`config.mk`:
```
export PLATFORM = sky130hd
export DESIGN_NAME = morse_character_keyer_top
export DESIGN_NICKNAME = d
export VERILOG_FILES = /design/src/design/mck_pkg.sv /design/src/design/mck_front.sv /design/src/design/mck_queue.sv /design/src/design/mck_back.sv /design/src/design/morse_character_keyer_top.sv
export SDC_FILE = /design/constraint.sdc
export NUM_CORES = 1
export LEC_CHECK = 0
export BUFFER_PORTS_ARGS = -buffer_cell sky130_fd_sc_hd__buf_4
export CORE_UTILIZATION = 40
export DETAILED_ROUTE_END_ITERATION = 10
export PLACE_DENSITY = 0.54
export REMOVE_ABC_BUFFERS = 1
export SLEW_MARGIN = 20
export SYNTH_ARGS = -nofsm -noshare
export SYNTH_HDL_FRONTEND = slang
export SYNTH_SLANG_ARGS = --single-unit
```
`constraint.sdc`:
```
create_clock -name i_clk -period 4.32 [get_ports i_clk]
set_clock_uncertainty 0.05 [all_clocks]
set_input_delay 0.216 -clock i_clk [delete_from_list [all_inputs] [get_ports i_clk]]
set_output_delay 0.216 -clock i_clk [all_outputs]
set_load 0.05 [all_outputs]
```
`src/design/mck_pkg.sv`:
```
// Shared constants, types and the Morse code table for the character keyer.
package mck_pkg;

    localparam int MAX_SYMBOLS = 5;           // default symbol limit per character
    localparam int CODE_SYMS   = 5;           // longest code in the table
    localparam int QUEUE_DEPTH = 2;           // descriptors between front and back

    localparam int CHAR_W  = 7;
    localparam int DUR_W   = 16;
    localparam int CFG_IDX_W = 3;

    localparam logic [CHAR_W-1:0] CHAR_SPACE   = 7'h20;
    localparam logic [CHAR_W-1:0] CHAR_NEWLINE = 7'h0A;

    // configuration register indexes
    localparam logic [CFG_IDX_W-1:0] CFG_DOT_TIME    = 3'd0;
    localparam logic [CFG_IDX_W-1:0] CFG_DASH_TIME   = 3'd1;
    localparam logic [CFG_IDX_W-1:0] CFG_ELEMENT_GAP = 3'd2;
    localparam logic [CFG_IDX_W-1:0] CFG_LETTER_GAP  = 3'd3;
    localparam logic [CFG_IDX_W-1:0] CFG_WORD_GAP    = 3'd4;

    localparam logic [DUR_W-1:0] RST_DOT_TIME    = 16'd60;
    localparam logic [DUR_W-1:0] RST_DASH_TIME   = 16'd180;
    localparam logic [DUR_W-1:0] RST_ELEMENT_GAP = 16'd60;
    localparam logic [DUR_W-1:0] RST_LETTER_GAP  = 16'd180;
    localparam logic [DUR_W-1:0] RST_WORD_GAP    = 16'd420;

    typedef struct packed {
        logic                 we;
        logic [CFG_IDX_W-1:0] idx;
        logic [DUR_W-1:0]     data;
    } t_cfg_wr;

    // pat bit i is symbol i, 1 = dash
    typedef struct packed {
        logic [2:0]           len;
        logic [CODE_SYMS-1:0] pat;
    } t_code;

    function automatic t_code mck_lookup(input logic [CHAR_W-1:0] ch);
        t_code c;
        c = '0;
        case (ch)
            7'h41: c = '{len: 3'd2, pat: 5'b00010};  // A
            7'h42: c = '{len: 3'd4, pat: 5'b00001};  // B
            7'h43: c = '{len: 3'd4, pat: 5'b00101};  // C
            7'h44: c = '{len: 3'd3, pat: 5'b00001};  // D
            7'h45: c = '{len: 3'd1, pat: 5'b00000};  // E
            7'h46: c = '{len: 3'd4, pat: 5'b00100};  // F
            7'h47: c = '{len: 3'd3, pat: 5'b00011};  // G
            7'h48: c = '{len: 3'd4, pat: 5'b00000};  // H
            7'h49: c = '{len: 3'd2, pat: 5'b00000};  // I
            7'h4A: c = '{len: 3'd4, pat: 5'b01110};  // J
            7'h4B: c = '{len: 3'd3, pat: 5'b00101};  // K
            7'h4C: c = '{len: 3'd4, pat: 5'b00010};  // L
            7'h4D: c = '{len: 3'd2, pat: 5'b00011};  // M
            7'h4E: c = '{len: 3'd2, pat: 5'b00001};  // N
            7'h4F: c = '{len: 3'd3, pat: 5'b00111};  // O
            7'h50: c = '{len: 3'd4, pat: 5'b00110};  // P
            7'h51: c = '{len: 3'd4, pat: 5'b01011};  // Q
            7'h52: c = '{len: 3'd3, pat: 5'b00010};  // R
            7'h53: c = '{len: 3'd3, pat: 5'b00000};  // S
            7'h54: c = '{len: 3'd1, pat: 5'b00001};  // T
            7'h55: c = '{len: 3'd3, pat: 5'b00100};  // U
            7'h56: c = '{len: 3'd4, pat: 5'b01000};  // V
            7'h57: c = '{len: 3'd3, pat: 5'b00110};  // W
            7'h58: c = '{len: 3'd4, pat: 5'b01001};  // X
            7'h59: c = '{len: 3'd4, pat: 5'b01101};  // Y
            7'h5A: c = '{len: 3'd4, pat: 5'b00011};  // Z
            7'h31: c = '{len: 3'd5, pat: 5'b11110};  // 1
            7'h32: c = '{len: 3'd5, pat: 5'b11100};  // 2
            7'h33: c = '{len: 3'd5, pat: 5'b11000};  // 3
            7'h34: c = '{len: 3'd5, pat: 5'b10000};  // 4
            7'h35: c = '{len: 3'd5, pat: 5'b00000};  // 5
            7'h36: c = '{len: 3'd5, pat: 5'b00001};  // 6
            7'h37: c = '{len: 3'd5, pat: 5'b00011};  // 7
            7'h38: c = '{len: 3'd5, pat: 5'b00111};  // 8
            7'h39: c = '{len: 3'd5, pat: 5'b01111};  // 9
            7'h30: c = '{len: 3'd5, pat: 5'b11111};  // 0
            CHAR_NEWLINE: c = '{len: 3'd5, pat: 5'b01010};  // AR prosign
            default: c = '0;
        endcase
        return c;
    endfunction

endpackage

```
`src/design/mck_front.sv`:
```
// Front end: accepts characters and turns each into a code descriptor.
module mck_front #(
    parameter int MAX_SYMBOLS = mck_pkg::MAX_SYMBOLS
) (
    input  logic                        i_clk,
    input  logic                        i_rst_n,
    input  logic                        i_valid,
    output logic                        o_ready,
    input  logic [mck_pkg::CHAR_W-1:0]  i_char,
    output logic                        o_push,
    input  logic                        i_q_ready,
    output logic [1+$clog2(MAX_SYMBOLS+1)+MAX_SYMBOLS-1:0] o_desc
);
    localparam int LEN_W  = $clog2(MAX_SYMBOLS + 1);
    localparam int DESC_W = 1 + LEN_W + MAX_SYMBOLS;

    logic                    r_valid;
    logic [DESC_W-1:0]       r_desc;
    logic [DESC_W-1:0]       n_desc;
    mck_pkg::t_code          code;
    logic [LEN_W-1:0]        len_ext;
    logic [LEN_W-1:0]        len_cut;
    logic [MAX_SYMBOLS-1:0]  pat_ext;
    logic                    is_space;
    logic                    take;

    assign o_ready = !r_valid || i_q_ready;
    assign take    = i_valid && o_ready;
    assign o_push  = r_valid;
    assign o_desc  = r_desc;

    always_comb begin
        code     = mck_pkg::mck_lookup(i_char);
        is_space = (i_char == mck_pkg::CHAR_SPACE);
        len_ext  = LEN_W'(code.len);
        len_cut  = (len_ext > LEN_W'(MAX_SYMBOLS)) ? LEN_W'(MAX_SYMBOLS) : len_ext;
        pat_ext  = (MAX_SYMBOLS)'(code.pat);
        // desc layout, low to high: is_space, len, pat
        n_desc   = {pat_ext, len_cut, is_space};
    end

    always_ff @(posedge i_clk) begin
        if (!i_rst_n) begin
            r_valid <= 1'b0;
        end else if (take) begin
            r_valid <= 1'b1;
        end else if (i_q_ready) begin
            r_valid <= 1'b0;
        end
    end

    always_ff @(posedge i_clk) begin
        if (take) begin
            r_desc <= n_desc;
        end
    end

endmodule

```
`src/design/mck_queue.sv`:
```
// Short descriptor queue between the front end and the element sequencer.
module mck_queue #(
    parameter int WIDTH = 8
) (
    input  logic             i_clk,
    input  logic             i_rst_n,
    input  logic             i_push,
    output logic             o_ready,
    input  logic [WIDTH-1:0] i_data,
    output logic             o_valid,
    input  logic             i_pop,
    output logic [WIDTH-1:0] o_data
);
    localparam int DEPTH = mck_pkg::QUEUE_DEPTH;
    localparam int CNT_W = $clog2(DEPTH + 1);
    localparam int IDX_W = $clog2(DEPTH);

    logic [WIDTH-1:0] r_slot [DEPTH];
    logic [WIDTH-1:0] n_slot [DEPTH];
    logic [CNT_W-1:0] r_count;
    logic [CNT_W-1:0] n_count;
    logic [IDX_W-1:0] wr_idx;
    logic             push;
    logic             pop;

    assign o_ready = (r_count != CNT_W'(DEPTH));
    assign o_valid = (r_count != '0);
    assign o_data  = r_slot[0];
    assign push    = i_push && o_ready;
    assign pop     = i_pop && o_valid;
    assign wr_idx  = IDX_W'(r_count - CNT_W'(pop));

    // slot 0 is always the head; a pop shifts everything down by one
    always_comb begin
        for (int i = 0; i < DEPTH; i++) begin
            n_slot[i] = r_slot[i];
        end
        if (pop) begin
            for (int i = 0; i < DEPTH - 1; i++) begin
                n_slot[i] = r_slot[i + 1];
            end
        end
        if (push) begin
            n_slot[wr_idx] = i_data;
        end
        n_count = r_count + CNT_W'(push) - CNT_W'(pop);
    end

    always_ff @(posedge i_clk) begin
        if (!i_rst_n) begin
            r_count <= '0;
        end else begin
            r_count <= n_count;
        end
    end

    always_ff @(posedge i_clk) begin
        for (int i = 0; i < DEPTH; i++) begin
            r_slot[i] <= n_slot[i];
        end
    end

endmodule

```
`src/design/mck_back.sv`:
```
// Back end: timing registers and the sequencer that emits keying elements.
module mck_back #(
    parameter int MAX_SYMBOLS = mck_pkg::MAX_SYMBOLS
) (
    input  logic                        i_clk,
    input  logic                        i_rst_n,
    input  mck_pkg::t_cfg_wr            i_cfg,
    input  logic                        i_q_valid,
    output logic                        o_q_pop,
    input  logic [1+$clog2(MAX_SYMBOLS+1)+MAX_SYMBOLS-1:0] i_q_desc,
    output logic                        o_valid,
    input  logic                        i_ready,
    output logic                        o_tone,
    output logic [mck_pkg::DUR_W-1:0]   o_dur,
    output logic                        o_last
);
    localparam int LEN_W  = $clog2(MAX_SYMBOLS + 1);
    localparam int SYM_W  = $clog2(MAX_SYMBOLS);
    localparam int DESC_W = 1 + LEN_W + MAX_SYMBOLS;
    localparam int DUR_W  = mck_pkg::DUR_W;

    typedef enum logic [2:0] {
        ST_LEAD = 3'b001,   // word gap or letter gap
        ST_SYM  = 3'b010,   // dot or dash tone
        ST_GAP  = 3'b100    // element gap between symbols
    } t_state;

    t_state                 r_state;
    t_state                 n_state;
    logic [SYM_W-1:0]       r_sym;
    logic [SYM_W-1:0]       n_sym;

    logic [DUR_W-1:0]       r_dot;
    logic [DUR_W-1:0]       r_dash;
    logic [DUR_W-1:0]       r_egap;
    logic [DUR_W-1:0]       r_lgap;
    logic [DUR_W-1:0]       r_wgap;

    logic                   r_ovalid;
    logic                   r_otone;
    logic [DUR_W-1:0]       r_odur;
    logic                   r_olast;

    logic                   d_space;
    logic [LEN_W-1:0]       d_len;
    logic [MAX_SYMBOLS-1:0] d_pat;
    logic                   el_tone;
    logic [DUR_W-1:0]       el_dur;
    logic                   el_last;
    logic                   ld;
    logic                   go;

    assign d_space = i_q_desc[0];
    assign d_len   = i_q_desc[LEN_W:1];
    assign d_pat   = i_q_desc[DESC_W-1:LEN_W+1];

    assign ld      = !r_ovalid || i_ready;
    assign go      = ld && i_q_valid;
    assign o_q_pop = go && el_last;

    assign o_valid = r_ovalid;
    assign o_tone  = r_otone;
    assign o_dur   = r_odur;
    assign o_last  = r_olast;

    always_ff @(posedge i_clk) begin
        if (!i_rst_n) begin
            r_dot  <= mck_pkg::RST_DOT_TIME;
            r_dash <= mck_pkg::RST_DASH_TIME;
            r_egap <= mck_pkg::RST_ELEMENT_GAP;
            r_lgap <= mck_pkg::RST_LETTER_GAP;
            r_wgap <= mck_pkg::RST_WORD_GAP;
        end else if (i_cfg.we) begin
            unique case (i_cfg.idx)
                mck_pkg::CFG_DOT_TIME:    r_dot  <= i_cfg.data;
                mck_pkg::CFG_DASH_TIME:   r_dash <= i_cfg.data;
                mck_pkg::CFG_ELEMENT_GAP: r_egap <= i_cfg.data;
                mck_pkg::CFG_LETTER_GAP:  r_lgap <= i_cfg.data;
                mck_pkg::CFG_WORD_GAP:    r_wgap <= i_cfg.data;
                default: ;
            endcase
        end
    end

    // element for the descriptor at the queue head, chosen by state
    always_comb begin
        el_tone = 1'b0;
        el_dur  = r_egap;
        el_last = 1'b0;
        n_state = r_state;
        n_sym   = r_sym;
        unique case (r_state)
            ST_LEAD: begin
                el_dur  = d_space ? r_wgap : r_lgap;
                el_last = d_space || (d_len == '0);
                n_state = el_last ? ST_LEAD : ST_SYM;
                n_sym   = '0;
            end
            ST_SYM: begin
                el_tone = 1'b1;
                el_dur  = d_pat[r_sym] ? r_dash : r_dot;
                el_last = ((LEN_W'(r_sym) + LEN_W'(1)) == d_len);
                n_state = el_last ? ST_LEAD : ST_GAP;
            end
            ST_GAP: begin
                n_state = ST_SYM;
                n_sym   = r_sym + SYM_W'(1);
            end
            default: begin
                n_state = ST_LEAD;
            end
        endcase
    end

    always_ff @(posedge i_clk) begin
        if (!i_rst_n) begin
            r_state  <= ST_LEAD;
            r_sym    <= '0;
            r_ovalid <= 1'b0;
        end else begin
            if (go) begin
                r_state <= n_state;
                r_sym   <= n_sym;
            end
            if (ld) begin
                r_ovalid <= i_q_valid;
            end
        end
    end

    always_ff @(posedge i_clk) begin
        if (go) begin
            r_otone <= el_tone;
            r_odur  <= el_dur;
            r_olast <= el_last;
        end
    end

`ifndef SYNTHESIS
    a_last_returns_lead: assert property (@(posedge i_clk) disable iff (!i_rst_n)
        go && el_last |=> r_state == ST_LEAD)
        else $error("sequencer did not return to lead after last element");

    a_gap_then_sym: assert property (@(posedge i_clk) disable iff (!i_rst_n)
        go && r_state == ST_GAP |=> r_state == ST_SYM && r_sym == $past(r_sym) + SYM_W'(1))
        else $error("element gap not followed by next symbol");

    a_mid_char_head_held: assert property (@(posedge i_clk) disable iff (!i_rst_n)
        r_state != ST_LEAD |-> i_q_valid)
        else $error("queue head lost in the middle of a character");

    a_sym_in_range: assert property (@(posedge i_clk) disable iff (!i_rst_n)
        r_state == ST_SYM |-> LEN_W'(r_sym) < d_len)
        else $error("symbol index beyond code length");
`endif

endmodule

```
`src/design/morse_character_keyer_top.sv`:
```
// Top level of the Morse character keyer: front end, queue and element sequencer.
// Each accepted ASCII character becomes a run of timed keying elements on the
// master stream: a space gives one word-gap silence; any other character gives a
// letter-gap silence, then for A-Z, 0-9 and newline (sent as AR) a dot or dash tone
// per symbol with an element-gap silence between symbols. Unmapped characters,
// lower case included, give only the letter gap. tlast marks a character's final
// element. The sequencer emits one element per cycle unless the queue is empty or the
// output is stalled; a coded character gives 2*len elements (lead gap, len tones,
// len-1 element gaps; up to 10 for a five-symbol code), a space or unmapped code one.
// A registered front stage and a two-entry descriptor queue keep taking characters while
// the output is busy or stalled. Timing registers are written through the plain write
// port; the user must do so only while the block is idle, as the block does not enforce it.
module morse_character_keyer_top #(
    parameter int MAX_SYMBOLS = mck_pkg::MAX_SYMBOLS
) (
    input  logic        i_clk,
    input  logic        i_rst_n,
    input  logic        s_axis_tvalid,
    output logic        s_axis_tready,
    input  logic [7:0]  s_axis_tdata,    // [6:0] char_code, [7] zero pad
    output logic        m_axis_tvalid,
    input  logic        m_axis_tready,
    output logic [23:0] m_axis_tdata,    // [0] tone_on, [16:1] duration, [23:17] zero pad
    output logic        m_axis_tlast,    // last_element
    input  logic        i_cfg_we,
    input  logic [mck_pkg::CFG_IDX_W-1:0] i_cfg_idx,
    input  logic [mck_pkg::DUR_W-1:0]     i_cfg_data
);
    localparam int LEN_W  = $clog2(MAX_SYMBOLS + 1);
    localparam int DESC_W = 1 + LEN_W + MAX_SYMBOLS;

    logic                         f_push;
    logic [DESC_W-1:0]            f_desc;
    logic                         q_ready;
    logic                         q_valid;
    logic                         q_pop;
    logic [DESC_W-1:0]            q_desc;
    logic                         b_tone;
    logic [mck_pkg::DUR_W-1:0]    b_dur;
    mck_pkg::t_cfg_wr             cfg_wr;

    assign cfg_wr = '{we: i_cfg_we, idx: i_cfg_idx, data: i_cfg_data};

    mck_front #(
        .MAX_SYMBOLS(MAX_SYMBOLS)
    ) u_front (
        .i_clk     (i_clk),
        .i_rst_n   (i_rst_n),
        .i_valid   (s_axis_tvalid),
        .o_ready   (s_axis_tready),
        .i_char    (s_axis_tdata[6:0]),
        .o_push    (f_push),
        .i_q_ready (q_ready),
        .o_desc    (f_desc)
    );

    mck_queue #(
        .WIDTH(DESC_W)
    ) u_queue (
        .i_clk   (i_clk),
        .i_rst_n (i_rst_n),
        .i_push  (f_push),
        .o_ready (q_ready),
        .i_data  (f_desc),
        .o_valid (q_valid),
        .i_pop   (q_pop),
        .o_data  (q_desc)
    );

    mck_back #(
        .MAX_SYMBOLS(MAX_SYMBOLS)
    ) u_back (
        .i_clk     (i_clk),
        .i_rst_n   (i_rst_n),
        .i_cfg     (cfg_wr),
        .i_q_valid (q_valid),
        .o_q_pop   (q_pop),
        .i_q_desc  (q_desc),
        .o_valid   (m_axis_tvalid),
        .i_ready   (m_axis_tready),
        .o_tone    (b_tone),
        .o_dur     (b_dur),
        .o_last    (m_axis_tlast)
    );

    assign m_axis_tdata = {7'd0, b_dur, b_tone};

endmodule

```
==> results of run 1 <==
## layer usage
layer,part of all wire (%),track usage [%],wire (um),vias up
met4,1.3,7.56,199,0
met5,0,0,0,-
met2,48,31.6,7100,94
li1,-,-,-,2390
met3,3.2,3.85,475,15
met1,48,25.8,7140,2278
## through the flow
step / hold slack [ns] / setup slack (ns)
after floorplan: 0.238 / 1.25
after global placement: 0.389 / 1.50
after detailed placement: 0.391 / 1.44
after CTS: 0.0121 / 1.41
after global routing: 0.0315 / 1.23
final: 0.0296 / 1.46
## flip-flops by register name, indices dropped and copies added, names as in the netlist, named ones only
register         count
u_back.r_dash       16
u_front.o_desc       9
u_back.o_tone        1
u_queue.r_slot       9
u_back.o_valid       1
u_back.r_wgap       16
u_back.r_dot        16
u_back.r_state       3
u_back.r_egap       16
u_back.o_last        1
u_front.o_push       1
u_queue.r_count      2
u_back.r_sym         3
u_back.r_lgap       16
u_back.o_dur        16
## report_power, final
part / leakage, nW / internal (mW) / switching (mW) / total [mW]
clock: 0.277 / 0.841 / 0.517 / 1.36
combinational: 1.40 / 0.415 / 0.807 / 1.22
sequential: 1.15 / 1.52 / 0.0936 / 1.62
## cell families after synthesis
kind of cell	synth area share, %
adders and majority gates	1.79
and+or+nand+nor	18.4
DFF	48.6
buffers and inverters	4.93
other	0.0595
muxes	9.24
xor gates and xnor gates	1.05
AOI/OAI and AO/OA	15.9
## cell type report
class,instances,area [um^2]
fillers,1454,7900
clock buffers,21,482
clock inverters,11,77.6
flip-flops and latches,135,3060
repair buffers,60,465
multi-input cells,484,2950
inverters,13,53.8
well taps,211,264
## path summary, 6_finish.rpt
check | startpoint | to | cells past startpoint
max | u_back.r_state[0] | register | 8
min | i_cfg_data[14] | u_back.r_wgap[14] | 3
max reg2reg | u_back.r_state[0] | register | 8
min reg2reg | u_back.r_dot[15] | u_back.r_dot[15] | 2
## synthesized netlist by cell type (2+ instances only)
cell	instances	area, um^2
a21boi_0	62	465
a21boi_1	4	30.0
a21o_1	2	15.0
a21oi_1	18	90.1
a22oi_1	17	128
a31oi_1	2	12.5
and2_1	5	31.3
and3_1	4	25.0
and3b_1	2	17.5
buf_4	11	82.6
buf_6	2	22.5
clkbuf_1	39	146
dfxtp_1	99	1980
edfxtp_1	36	1080
ha_1	9	113
inv_1	11	41.3
mux2_2	17	191
mux2i_1	30	300
mux4_2	4	90.1
nand2_1	174	653
nand2b_1	10	62.6
nand3_1	26	130
nand3b_1	3	22.5
nor2_1	20	75.1
nor2b_1	7	43.8
nor3_1	2	10.0
nor4b_1	2	17.5
o21ai_0	25	125
o221ai_1	2	17.5
o22ai_1	3	18.8
or2_2	4	25.0
xnor2_1	3	26.3
xor2_1	2	17.5
## what timing repair did
item                                   CTS  global route
hold buffers                             6             0
endpoints found under the hold margin   19             0
buffers inserted                         0             0
## worst register-to-register path: cells and delay by family (launching register included)
family	cells	cell delay, ns
AND/OR/NAND/NOR	2	0.67
buffers and inverters	3	0.58
flip-flops	1	0.57
AO/OA/AOI/OAI	2	0.37
adder cells (fa/ha/maj)	1	0.27
==> impl_metrics.yaml, run 1 <==
clock_tree:
  path_clk_slew_ns: 0.06
  cts_root_buf: "clkbuf_16"
  cts_tree: "yes"
  insertion_delay_ns: 0.42
  cts.sinks: 135
  cts_inserted_buffers: 17
  htreeDepth: 4
  cts_resized: 0
  clk_path_buf_depth: 2
global_routing:
  antenna_found_initial: 0
  grt_pass1_wl_um: 24200
  grt-ovfl-total: 0
  grt_usage_pct: 19.6
  grt_pass1_vias: 4556
  grt_max_degree: 91
logic_synthesis:
  netlist-cell-type-count: 55
  ys_seq_elements: 135
  seq_area_frac_synth_pct: 48.6
  synthArstFlopShare_pct: 0
  syn_area_um2: 6300
  avgSynthCellArea_um2: 9.28
  synth_warnings: 0
  ys.flop_type: "dfxtp_1"
  synth_edf_count: 36
  syn_inst: 679
cells_and_area:
  area_growth_syn_to_layout_pct: 16.8
  final_cell_mix: "nand2_1, dfxtp_1, a21boi_0"
  mostFrequentLayoutCell: "nand2_1"
  fin_area_um2: 7360
  nNetsFinal: 752
  n_antenna_cell: 0
  stdcell_count: 935
  drive_above_1_share_pct: 15.5
  utilization_pct: 48.2
critical_path:
  crit_family: "simple AND/OR/NAND/NOR gates"
  crit_type: "reg2reg"
  worstPathRequired_ns: 4.33
  arrival_ns: 2.88
  rrSetupSlack_ns: 1.46
  cpPeakStageDelay_ns: 0.57
  cpMostUsedCell: "buf_4"
  cp-end-kind: "register"
  cpMaxStageDelayCell: "dfxtp_1"
  crit_path_max_fanout: 17
  worstPathCellList: "nor3b_2, buf_4, o21ai_0, a21oi_2, buf_4, ha_1, inv_1, and3_1"
  cp-start-kind: "register"
  crit_buf_inv: 3
place:
  dp.cells: 897
  portBuffers: 50
  dp.final_hpwl_um: 9080
  dpl_cell_area_um2: 6740
  gp_congestion: 0.844
sta:
  fmax_mhz: 349
  setup_tns_ns: 0
  setup_viol: 0
  maxSlewViolCount: 0
  period_share_pct: 66.3
  slew_headroom_pct: 33.2
  finalWorstPathRequiredPeriod_ns: 2.86
  final_hold_viol_count: 0
  rsz0062_at_grt: "no"
  worstMarginPinSlew_ns: 0.997
route:
  drt_wl_total_um: 14900
  dr.pass1.iters: 5
  post_drt_via_cell_ratio: 5.11
  wl_per_cell_um: 16.0
  drcViolationCount: 0
  drtIter0Drc: 370
  drt.antenna.violating_nets: 0
  routed-via-count: 4777
worst_hold_path:
  hp-class: "in2reg"
die:
  die-height_um: 127
  start_util_pct: 41.3
  dieArea_um2: 16300
  core_area_um2: 15300
  placementRows: 45
  ios: 59
  die_x_um: 127
run_status:
  status: "finished clean"
power_and_ir_drop:
  powerDensity_nw_per_um2: 571
  max-vdd-ir-drop_uv: 288
  p_total_mw: 4.20
  p_leak_nw: 2.83
run:
  drv_cap: 0
(Power assumes the default switching activity.)
==> run 2, diff against run 1 <==
ABC_AREA = 1   (was default)
PLACE_DENSITY = 0.56   (was 0.54)
clock period = 2.5 ns   (was 4.32 ns; I/O delays follow)
==> impl_metrics.yaml, run 2 <==
critical_path:
  worstPathRequired_ns: 2.80
  cp-start-kind: "register"
  cp-end-kind: "register"
  crit_path_max_fanout: 4
  crit_type: "reg2reg"
  arrival_ns: 2.57
sta:
  fmax_mhz: 441
  rsz0062_at_grt: "no"
  setup_tns_ns: 0
  maxSlewViolCount: 0
  worstMarginPinSlew_ns: 0.646
  timing.final.ws_setup_ns: 0.235
  slew_headroom_pct: 56.9
  final_hold_viol_count: 0
  period_share_pct: 90.6
  finalWorstPathRequiredPeriod_ns: 2.27
  setup_viol: 0
die:
  placementRows: 45
  die-height_um: 127
  die_x_um: 127
  ios: 59
  dieArea_um2: 16200
  core_area_um2: 15300
  start_util_pct: 41.1
power_and_ir_drop:
  pwr-share-seq_pct: 35.9
  p_switching_mw: 2.82
  swShare_pct: 36.6
  comb_power_share_pct: 31.9
  clockPowerShare_pct: 32.2
  powerDensity_nw_per_um2: 1020
  p_total_mw: 7.72
  max-vdd-ir-drop_uv: 509
  p_leak_nw: 3.45
  internal_power_mw: 4.90
logic_synthesis:
  synth.most_common_cell: "nand2_1"
  avgSynthCellArea_um2: 7.59
  syn_inst: 826
  yosysTopAreaCell: "dfxtp_1"
  syn_area_um2: 6270
  synth.area.top_cells: "dfxtp_1, edfxtp_1, nand2_1, nand3_1, o21ai_0"
  ys_seq_elements: 135
  seq_area_frac_synth_pct: 48.9
  synthArstFlopShare_pct: 0
  synth_warnings: 0
  ys.flop_type: "dfxtp_1"
  yosys-top-cells-count: "nand2_1, nand3_1, dfxtp_1, inv_1, o21ai_0"
  netlist-cell-type-count: 34
  synth_edf_count: 36
  yosysTopAreaCellShare_pct: 31.6
cells_and_area:
  stdcell_count: 1117
  nNetsFinal: 934
  area_growth_syn_to_layout_pct: 21.1
  final_cell_mix: "nand2_1, nand3_1, dfxtp_1"
  utilization_pct: 49.7
  multi_input_area_um2: 2560
  mostFrequentLayoutCell: "nand2_1"
  n_antenna_cell: 0
  drive_above_1_share_pct: 13.6
  layout.area.seq_um2: 3060
  nFillCells: 1466
route:
  drtIter0Drc: 326
  routed-via-count: 5471
  drt.antenna.violating_nets: 0
  dr.pass1.iters: 4
  wl_per_cell_um: 14.0
  post_drt_via_cell_ratio: 4.90
  drcViolationCount: 0
  drt_wl_total_um: 15600
clock_tree:
  cts_tree: "yes"
  cts_root_buf: "clkbuf_16"
  cts_inserted_buffers: 17
  clk_path_buf_depth: 2
  cts.sinks: 135
  insertion_delay_ns: 0.43
  htreeDepth: 4
  path_clk_slew_ns: 0.06
place:
  gp_congestion: 0.894
  dp.cells: 1065
  portBuffers: 50
  place_ws_ns: 0.215
  dp.final_hpwl_um: 10300
worst_hold_path:
  hp-class: "in2reg"
global_routing:
  grt_pass1_wl_um: 25800
  grt_usage_pct: 20.6
  grt-ovfl-total: 0
  grt_max_degree: 45
  grt_pass1_vias: 5181
  antenna_found_initial: 0
run_status:
  status: "finished clean"
run:
  drv_cap: 0
run 2: cell types whose count changed in the layout (fill, tap and decap cells not counted), moves of 30 or more:
cell / change
inv_1: +86
nand3_1: +74
a21boi_0: -62
o21ai_0: +48
nor2_1: +42
a21oi_1: +32
mux2i_1: -30
run 2: logic make-up (layout without fill, tap and decap cells):
family | after synthesis | in the layout | synth area share (%)
compound gates | 158 | 158 | 13.3
simple gates | 368 | 368 | 25.1
buf+inv | 154 | 228 | 10.7
fa+ha+maj | 9 | 9 | 1.80
other cells | 1 | 7 | 0.0598
flops | 135 | 135 | 48.9
xor+xnor | 1 | 1 | 0.140
run 2: layer usage:
metal  global-route usage [%]  vias to the layer above  routed length (um)
li1                         -                     2803                   -
met1                     26.4                     2512                7390
met2                     34.0                      131                7250
met3                     4.73                       25                 670
met4                     7.77                        0                 290
met5                        0                        -                   0
run 2: power by group through the flow:
| stage | Sequential, mW | Combinational [mW] | Clock, mW |
|---|---|---|---|
| floorplan | 3.23 | 1.16 | 0 |
| global placement | 2.81 | 2.43 | 0 |
| detailed placement | 2.82 | 2.46 | 0 |
| CTS | 2.78 | 2.49 | 2.53 |
| global route | 2.81 | 2.73 | 2.64 |
| finish | 2.77 | 2.47 | 2.48 |
run 2: critical path: stages, from the launching register on:
cell and delay (ns):
dfxtp_2 0.34, ha_2 0.34, inv_1 0.04, nand2_1 0.05
nand2_1 0.04, nor2_1 0.14, nand3_1 0.09, nand2_1 0.11
nand2_2 0.09, inv_1 0.06, ha_1 0.23, inv_1 0.08
ha_1 0.16, xor2_1 0.18, o21ai_0 0.09, a21oi_1 0.13
run 2: final cells by class:
class	instances	share of cell area (%)
multi-input combinational	543	33.7
timing repair buffer	85	9.07
sequential	135	40.4
inverter	111	5.49
clock inverter	9	1.14
tap	211	3.48
clock buffer	23	6.73
run 2: worst paths after layout:
| check | startpoint | end | slack [ns] | depth (start not counted) |
|---|---|---|---|---|
| setup / recovery | u_back.r_sym[1] | u_queue.r_count[1] | 0.23 | 15 |
| hold / removal | i_cfg_idx[0] | u_back.r_egap[8] | 0.05 | 4 |
| setup reg to reg | u_back.r_sym[1] | u_queue.r_count[1] | 0.23 | 15 |
| hold reg to reg | u_back.r_dash[1] | u_back.r_dash[1] | 0.40 | 2 |
run 2: per-stage QoR:
step	cell area (um^2)	hold slack [ns]
after CTS	7580	0.0331
after global placement	6790	0.326
final	7590	0.0524
after floorplan	6030	0.159
after global routing	7590	0.0518
after detailed placement	6790	0.332
run 2: what timing repair did:
action	CTS	global route
setup buffers	0	0
hold endpoints to repair	84	0
resized for setup	0	3
hold buffers	20	0
endpoints found under the setup margin	0	1
==> run 3, diff against run 2 <==
CORE_UTILIZATION = 45   (was 40)
PLACE_DENSITY = 0.62   (was 0.56)
==> impl_metrics.yaml, run 3 (same netlist as run 2, synthesis figures left out) <==
die:
  die_x_um: 120
  start_util_pct: 46.8
  dieArea_um2: 14400
  die-height_um: 120
  placementRows: 42
  core_area_um2: 13400
  ios: 59
critical_path:
  cpMaxStageDelayCell: "dfxtp_1"
  crit_family: "adder cells"
  r2r_start: "u_back.r_sym[1]"
  worstPathRequired_ns: 2.80
  cp-start-kind: "register"
  crit_type: "reg2reg"
  cpMostUsedCell: "nand2_1"
  cp-end-kind: "register"
  crit_buf_inv: 3
  worstPathCellList: "ha_1, inv_1, nand2_1, nand2_1, nor2_1, nand3_1, nand2_1, nand2_1, inv_1, ha_1, inv_1, ha_1, xor2_1, o21ai_0, a21oi_1"
  crit_path_max_fanout: 4
  critPathLaunch: "u_back.r_sym[1]"
  arrival_ns: 2.50
  cpPeakStageDelay_ns: 0.33
route:
  drcViolationCount: 0
  wl_per_cell_um: 13.9
  met3_wirelength_um: 676
  drt.antenna.violating_nets: 0
  drt_wl_total_um: 15000
  highest_layer: "met4"
  drtIter0Drc: 435
  met1Wirelength_um: 7020
  dr.pass1.iters: 7
  post_drt_via_cell_ratio: 5.09
  wl_met2_um: 7090
  routed-via-count: 5500
sta:
  fmax_mhz: 455
  maxSlewViolCount: 0
  setup_tns_ns: 0
  period_share_pct: 87.9
  finalWorstPathRequiredPeriod_ns: 2.20
  setup_viol: 0
  worstMarginPinSlew_ns: 0.656
  final_hold_viol_count: 0
  holdWs_ns: 0.0581
  rsz0062_at_grt: "no"
  slew_headroom_pct: 56.2
global_routing:
  grt_usage_pct: 21.7
  antenna_found_initial: 0
  grt_pass1_vias: 5084
  grt_pass1_wl_um: 24500
  grt-ovfl-total: 0
  grt_max_degree: 47
cells_and_area:
  fin_area_um2: 7470
  utilization_pct: 55.7
  nFillCells: 1246
  n_antenna_cell: 0
  area_growth_syn_to_layout_pct: 19.1
  final_cell_mix: "nand2_1, nand3_1, dfxtp_1"
  nNetsFinal: 932
  multi_input_area_um2: 2550
  mostFrequentLayoutCell: "nand2_1"
  layout.area.seq_um2: 3060
  drive_above_1_share_pct: 13.3
place:
  portBuffers: 50
  dp.final_hpwl_um: 9790
  gp_congestion: 0.908
  dpl_cell_area_um2: 6740
power_and_ir_drop:
  pwr-share-seq_pct: 37.2
  clockPowerShare_pct: 30.5
  p_leak_nw: 3.41
  powerDensity_nw_per_um2: 999
  comb_power_share_pct: 32.3
  max-vdd-ir-drop_uv: 449
  internal_power_mw: 4.67
  p_switching_mw: 2.79
  swShare_pct: 37.4
clock_tree:
  cts_tree: "yes"
  path_clk_slew_ns: 0.06
  cts_root_buf: "clkbuf_16"
  clk_path_buf_depth: 2
  cts.sinks: 135
  cts_inserted_buffers: 17
  htreeDepth: 4
  cts_resized: 0
  insertion_delay_ns: 0.42
worst_hold_path:
  hp-class: "in2reg"
  hp-start: "s_axis_tdata[4]"
run:
  drv_cap: 0
run_status:
  status: "finished clean"
run 3: cell count changes in the layout (fill, tap and decap cells not counted), sizes merged:
cell	previous run	this run
clkinvlp	0	2
bufinv	1	0
clkbuf	23	20
dlygate4sd3	20	19
inv	113	115
buf	65	64
run 3: path summary, 6_finish.rpt:
check                            end  slack [ns]  cells after the start
setup / recovery  u_queue.r_count[1]        0.30                     15
hold / removal     u_front.o_desc[0]        0.06                      2
setup reg to reg  u_queue.r_count[1]        0.30                     15
hold reg to reg             register        0.40                      0
run 3: metal layers:
| metal | vias up | global-route usage (%) |
|---|---|---|
| li1 | 2795 | - |
| met5 | - | 0 |
| met1 | 2534 | 28.1 |
| met2 | 151 | 34.9 |
| met3 | 20 | 4.18 |
| met4 | 0 | 10.3 |
run 3: power by group through the flow:
stage / sequential, mW / combinational (mW) / clock, mW
2_1_floorplan: 3.23 / 1.16 / 0
3_3_place_gp: 2.81 / 2.36 / 0
3_5_place_dp: 2.81 / 2.40 / 0
4_1_cts: 2.77 / 2.43 / 2.31
5_1_grt: 2.80 / 2.67 / 2.42
6_report: 2.77 / 2.41 / 2.28
run 3: final cells by class:
class | instances | share of cell area [%]
Sequential cell | 135 | 41.0
Timing Repair Buffer | 83 | 8.98
Multi-Input combinational cell | 543 | 34.2
Inverter | 111 | 5.58
Tap cell | 176 | 2.95
Clock inverter | 12 | 0.972
Clock buffer | 20 | 6.27
run 3: through the flow:
| stage | power (mW) | setup WS [ns] | std cells |
|---|---|---|---|
| finish | 7.46 | 0.303 | 1080 |
| global route | 7.89 | 0.132 | 1080 |
| CTS | 7.51 | 0.290 | 1080 |
| detailed placement | 5.21 | 0.311 | 1029 |
| global placement | 5.17 | 0.371 | 1029 |
| floorplan | 4.39 | -0.345 | 789 |
run 3: timing repair:
action / in CTS / in global routing
setup buffers: 0 / 0
endpoints found under the hold margin: 78 / 0
hold buffers: 19 / 0
